--- config.mk ---
export PLATFORM = sky130hd
export DESIGN_NAME = lrmp_cell
export DESIGN_NICKNAME = d
export VERILOG_FILES = /design/src/hdl/lrmp_pkg.sv /design/src/hdl/lrmp_cell.sv
export SDC_FILE = /design/constraint.sdc
export NUM_CORES = 1
export LEC_CHECK = 0
export BUFFER_PORTS_ARGS = -buffer_cell sky130_fd_sc_hd__buf_2
export CORE_MARGIN = 2
export CORE_UTILIZATION = 50
export DETAILED_ROUTE_END_ITERATION = 8
export GPL_ROUTABILITY_DRIVEN = 0
export PLACE_DENSITY_LB_ADDON = 0.12
export RECOVER_POWER = 50
export SYNTH_ARGS = -nofsm -noshare
export SYNTH_HDL_FRONTEND = slang
export SYNTH_SLANG_ARGS = --single-unit
--- constraint.sdc ---
create_clock -name clk -period 4.1 [get_ports clk]
set_input_delay 0.615 -clock clk [delete_from_list [all_inputs] [get_ports clk]]
set_output_delay 0.615 -clock clk [all_outputs]
set_load 0.01 [all_outputs]
--- src/hdl/lrmp_pkg.sv ---
// ---------------------------------------------------------------------------
// List reorder move planner package
// Sizes, command codes and the control bundle that drives the list cells.
// ---------------------------------------------------------------------------
package lrmp_pkg;

  localparam int LIST_DEPTH = 256;
  localparam int IDX_W      = (LIST_DEPTH > 1) ? $clog2(LIST_DEPTH) : 1;
  localparam int CNT_W      = IDX_W + 1;
  localparam int ID_W       = 64;
  localparam int POS_W      = 8;
  localparam int CMD_W      = 2;

  localparam logic [CMD_W-1:0] CMD_CLEAR  = 2'd0;
  localparam logic [CMD_W-1:0] CMD_APPEND = 2'd1;
  localparam logic [CMD_W-1:0] CMD_PLACE  = 2'd2;

  typedef logic [ID_W-1:0]  id_t;
  typedef logic [IDX_W-1:0] idx_t;
  typedef logic [CNT_W-1:0] cnt_t;

  typedef struct packed {
    logic append_en;
    logic cmp_en;
    logic apply_en;
    logic found;
    cnt_t count;
    cnt_t place;
  } cell_ctl_t;

endpackage

--- src/hdl/lrmp_cell.sv ---
// ---------------------------------------------------------------------------
// List cell
// Holds one list entry, compares it with the key and takes the entry of its
// lower neighbor when the list shifts.
// ---------------------------------------------------------------------------
module lrmp_cell (
  input  logic              clk,
  input  logic              rst_n,
  input  lrmp_pkg::idx_t    cell_idx,
  input  lrmp_pkg::cell_ctl_t ctl,
  input  lrmp_pkg::id_t     key,
  input  lrmp_pkg::id_t     nbr_entry,
  input  logic              before_in,
  output lrmp_pkg::id_t     entry,
  output logic              match
);

  lrmp_pkg::id_t  entry_r, entry_nxt;
  logic           match_r, match_nxt;
  lrmp_pkg::cnt_t idx_ext;

  assign idx_ext = {1'b0, cell_idx};

  always_comb begin
    entry_nxt = entry_r;
    match_nxt = match_r;
    if (ctl.append_en && idx_ext == ctl.count) begin
      entry_nxt = key;
    end
    if (ctl.cmp_en) begin
      match_nxt = (entry_r == key) && (idx_ext >= ctl.place) && (idx_ext < ctl.count);
    end
    if (ctl.apply_en && ctl.found) begin
      if (idx_ext == ctl.place) begin
        entry_nxt = key;
      end else if (idx_ext > ctl.place && !before_in) begin
        entry_nxt = nbr_entry;
      end
    end
  end

  always_ff @(posedge clk) begin
    entry_r <= entry_nxt;
  end

  always_ff @(posedge clk) begin
    if (!rst_n) begin
      match_r <= 1'b0;
    end else begin
      match_r <= match_nxt;
    end
  end

  assign entry = entry_r;
  assign match = match_r;

endmodule

==> flow_summary.yaml, run 1 <==
logic_synthesis:
  synth-seq-cells: 65
  synth_flop_cell: "dfxtp_1"
  syn_area_um2: 5036
  yosysUniqueCellTypes: 44
  synth_seq_area_share: 0.2584
  synth_cells: 549
  synth_edf_count: 0
  synth_area_per_cell_um2: 9.173
  yosys_warnings: 0
  synth_fp_nets: 726
  synthArstFlopShare: 0
detailed_routing:
  drt-initial-drc-count: 247
  wire_per_inst_um: 17.62
  routed_wl_mm: 15.79
  drtPass1Iterations: 4
  ant_nets: 0
  drc: 0
  vias: 5095
  via_per_inst: 5.686
timing:
  fin_crit_sh: 0.6747
  fin_skew_ps: 3.583
  timing.final.crit_period_ps: 2766
  rsz0062_at_grt: "no"
  whs_ps: 510.2
  setup_viol_count_final: 0
  clock.fmax_mhz: 361.5
  maxSlewViolCount: 0
  timing_hold_violations_final: 0
  fin_tns_setup_ps: 0
  slew_headroom: 0.2919
  tightest_slew_ps: 1059
grt:
  grt_pass1_vias: 4951
  busiest_layer: "met2"
  antenna_found_initial: 0
  grt_usage: 0.2822
  grt_max_degree: 67
  overflow: 0
  grt_pass1_wl_mm: 24.72
  use_met1: 0.3394
  use_met2: 0.4897
  use_met3: 0.06516
layout:
  diodes: 0
  mostFrequentLayoutCells: "160 x buf_2, 100 x inv_1, 69 x o22ai_1"
  final_nets: 936
  drive_above_1_share: 0.3316
  ff_latch_area_um2: 1301
  area_delta_synth_final_pct: 26.91
  layout_commonest_cell: "buf_2"
  multi_input_area_um2: 3157
  final.fill_count: 886
clocking:
  cts_buffers: 9
  ctsHoldBuffers: 0
  cts_tree: "built"
  cts-root-buf: "clkbuf_8"
  clockBufferDepth: 2
  cts_resized: 0
  htreeDepth: 3
  insertion_delay_ps: 350
  cts_sinks: 65
  clk_pin_slew_worst_paths_ps: 80
  cts_setup_buffers: 0
placement:
  dp_hpwl_mm: 11.71
  port-buffer-count: 225
floorplan:
  pin_count: 226
  initial_core_util: 0.5152
  die_area_um2: 10890
  die_x_um: 104.4
  die_h_um: 104.4
  rows: 36
  coreArea_um2: 9774
critical_path:
  crit_buf_inv: 3
  crit_slowest_cell: "buf_4"
  start_kind: "input pin"
  cpMostUsedCell: "buf_4"
  worst_ep_arrival_time_ps: 3020
  crit_fanout: 66
  crit_path_cell_trace: "buf_2, ha_1, nand4_1, nor3_4, buf_4, buf_4, mux2i_1, a221oi_2"
  worst_setup_path_end_kind: "flip-flop"
  worst-setup-path-type: "input pin to flip-flop"
  slowest_delay_ps: 750
  crit_family: "buffers and inverters"
  crit_required_ps: 4350
power:
  p_leak_nw: 2.527
  powerDensity_nw_per_um2: 270.2
  ir_drop_uv: 140.7
flow_run:
  maxCapViolCount: 0
worst_hold_path:
  hold_path_class: "input pin to flip-flop"
outcome:
  outcome: "completed"
==> state kept, by name (all words and copies together) (netlist names) <==
register  count
entry        64
match         1
==> synthesized netlist by cell type (all sizes together) (4+ instances only) <==
cell type  count  area [µm²]
clkbuf         9       33.78
nand2         15       56.30
nor2           8       30.03
a21oi          9       45.04
buf           26       193.9
ha            16       200.2
nand4         14       93.84
nor4           5       31.28
a221oi        66       953.4
o21ai         13       65.06
o2111ai        4       35.03
inv          100       375.4
a22o           4       35.03
a211oi         4       47.54
o22ai         69       431.7
nor3           5       41.29
dfxtp         65        1301
nand2b         8       50.05
mux2i         47       474.2
xnor2         43       376.6
==> layer usage <==
layer | vias up | wire (µm)
met1 | 2358 | 6445
li1 | 2484 | -
met3 | 28 | 1191
met4 | 0 | 334
met5 | - | 0
met2 | 225 | 7820
==> layout make-up <==
cell class,instances,area share
multi-input cells,349,0.4939
inverters,100,0.05873
well taps,133,0.02604
repair buffers,234,0.1819
clock inverters,2,0.009397
flip-flops and latches,65,0.2036
clock buffers,13,0.02643
==> per-stage QoR <==
| stage | utilization | instances | instance area (µm²) | setup WS, ps | total power, mW |
|---|---|---|---|---|---|
| 2_1_floorplan | - | 549 | 5036 | 1883 | 0.9210 |
| 3_3_place_gp | 0.6388 | 881 | 6243 | 1046 | 1.083 |
| 3_5_place_dp | 0.6388 | 881 | 6243 | 984.4 | 1.094 |
| 4_1_cts | 0.6622 | 896 | 6472 | 1341 | 1.739 |
| 5_1_grt | 0.6539 | 896 | 6391 | 1157 | 1.800 |
| 6_report | 0.6539 | 896 | 6391 | 1334 | 1.727 |
==> worst paths after layout <==
| kind | depth (start not counted) | startpoint | to | slack [ps] |
|---|---|---|---|---|
| min reg2reg | 2 | match | match | 530 |
| max | 8 | cell_idx[3] | entry[18] | 1330 |
| min | 3 | nbr_entry[14] | entry[14] | 510 |
| max reg2reg | 5 | entry[57] | match | 2260 |
==> where the power goes <==
part           internal (mW)  switching, mW
Combinational          0.178          0.218
Clock                  0.390          0.259
Sequential             0.654         0.0276
==> logic make-up after synthesis <==
family / Yosys count / share of synthesized area
multiplexers: 47 / 0.09416
AO/OA/AOI/OAI: 179 / 0.3371
flip-flops: 65 / 0.2584
XOR/XNOR: 46 / 0.08000
adder cells (fa/ha/maj): 16 / 0.03975
AND/OR/NAND/NOR: 61 / 0.07081
buffers and inverters: 135 / 0.1198
==> worst register-to-register path, stage by stage, from the launching register on <==
cell and delay, ps:
dfxtp_1 350, xnor2_1 380, nand4_1 150, nor4_1 460, nand4_1 180, o31ai_1 240
Note: power is estimated with default switching activity, not from simulation.
==> run 2: changes to the inputs <==
Settings changed: CORE_UTILIZATION 50 to 48.
Clock period 4.1 ns to 2.7 ns, I/O delays scaled along.
==> run 2 against run 1 <==
  * Highest routed layer is now met5
  * Power rose by 51%
  * Clock-buffer cell count fell by 2
  * Global-route usage fell by 0.42 points
==> flow_summary.yaml, run 2 (same netlist as run 1, synthesis figures left out) <==
layout:
  final_nets: 936
  largest_reg_flops: 64
  drive_above_1_share: 0.3338
  final.fill_count: 972
  ff_latch_area_um2: 1301
  mostFrequentLayoutCells: "160 x buf_2, 100 x inv_1, 69 x o22ai_1"
  multi_input_area_um2: 3157
  area_delta_synth_final_pct: 27.03
  layout_commonest_cell: "buf_2"
  fin_cells: 901
grt:
  overflow: 0
  grt_pass1_vias: 5021
  grt_pass1_wl_mm: 24.80
  grt_max_degree: 83
  grt_usage: 0.2780
  antenna_found_initial: 2
clocking:
  clockBufferDepth: 2
  clk_pin_slew_worst_paths_ps: 80
  htreeDepth: 3
  insertion_delay_ps: 350
  cts_buffers: 9
  cts_resized: 0
  cts_setup_buffers: 0
  cts_sinks: 65
  cts_tree: "built"
  ctsHoldBuffers: 0
  cts-root-buf: "clkbuf_8"
timing:
  clock.fmax_mhz: 445.5
  fin_skew_ps: 6.345
  timing.final.crit_period_ps: 2245
  setup_viol_count_final: 0
  timing_hold_violations_final: 0
  maxSlewViolCount: 0
  slew_headroom: 0.4570
  tightest_slew_ps: 797.5
  fin_ws_ps: 455.3
  fin_crit_sh: 0.8314
  fin_tns_setup_ps: 0
  rsz0062_at_grt: "no"
detailed_routing:
  vias: 5135
  via_per_inst: 5.699
  wire_per_inst_um: 17.74
  drt-initial-drc-count: 343
  drtPass1Iterations: 5
  ant_nets: 0
  wl_met2_mm: 7.746
  dr.max_layer_used: "met5"
  routed_wl_mm: 15.99
  drc: 0
  wl_met1_mm: 6.766
  route.met3.wl_mm: 1.185
power:
  powerDensity_nw_per_um2: 406.9
  ir_drop_uv: 188.0
  p_leak_nw: 2.529
  total_power_mw: 2.603
worst_hold_path:
  hp-start: "nbr_entry[34]"
  hold_path_class: "input pin to flip-flop"
critical_path:
  worst-setup-path-type: "input pin to flip-flop"
  reg2reg_slack_ps: 930
  crit_required_ps: 2910
  crit_fanout: 34
  r2r_start: "entry[57]"
  r2r_cells: 5
  regToRegEndpoint: "match"
  worst_setup_path_end_kind: "flip-flop"
  worst_setup_path_startpoint: "cell_idx[6]"
  slowest_delay_ps: 530
  critPathCapture: "entry[0]"
  crit_path_cell_trace: "buf_2, ha_1, a211oi_1, nor3_1, o211a_4, buf_4, a221oi_1"
  start_kind: "input pin"
  crit_slowest_cell: "nor3_1"
  worst_ep_arrival_time_ps: 2460
placement:
  place_ws_ps: 71.58
  port-buffer-count: 225
  dp_hpwl_mm: 11.80
  dp_cells: 884
floorplan:
  die_h_um: 106.4
  coreArea_um2: 10280
  rows: 37
  die_x_um: 106.4
  pin_count: 226
  die_area_um2: 11330
  initial_core_util: 0.4900
flow_run:
  maxCapViolCount: 0
outcome:
  outcome: "completed"
run 2: through the flow:
stage | area (µm²) | utilization | hold WS (ps)
floorplan | 5036 | - | 505.2
global placement | 6247 | 0.6079 | 513.7
detailed placement | 6247 | 0.6079 | 508.8
CTS | 6476 | 0.6301 | 278.1
global route | 6397 | 0.6225 | 284.0
finish | 6397 | 0.6225 | 293.9
run 2: per-layer routing:
metal / global-route usage / up-vias
met5: 0 / -
met4: 0.08442 / 2
met3: 0.05886 / 22
met2: 0.4799 / 217
met1: 0.3472 / 2403
li1: - / 2491
run 2: layout make-up:
type / instances / area share
Multi-Input combinational cell: 349 / 0.4934
Timing Repair Buffer: 234 / 0.1817
Inverter: 100 / 0.05867
Antenna cell: 1 / 0.0003912
Clock inverter: 5 / 0.01213
Tap cell: 136 / 0.02660
Sequential cell: 65 / 0.2034
Clock buffer: 11 / 0.02367
run 2: critical path, delay by kind of cell:
kind / cells / cell delay, ps
simple gates: 1 / 530
compound gates: 3 / 540
fa+ha+maj: 1 / 330
buf+inv: 2 / 620
run 2: worst min-delay path by stage:
stage          depth (start not counted)  slack [ps]         to
6_report                               3         290  entry[34]
4_1_cts                                3         280  entry[34]
3_5_place_dp                           2         510      match
2_1_floorplan                          2         510      match
5_1_grt                                3         280  entry[34]
3_3_place_gp                           2         510      match
run 2: where the power goes:
group,internal [mW],switching [mW]
registers,0.993,0.0412
clock network,0.567,0.403
logic,0.267,0.331
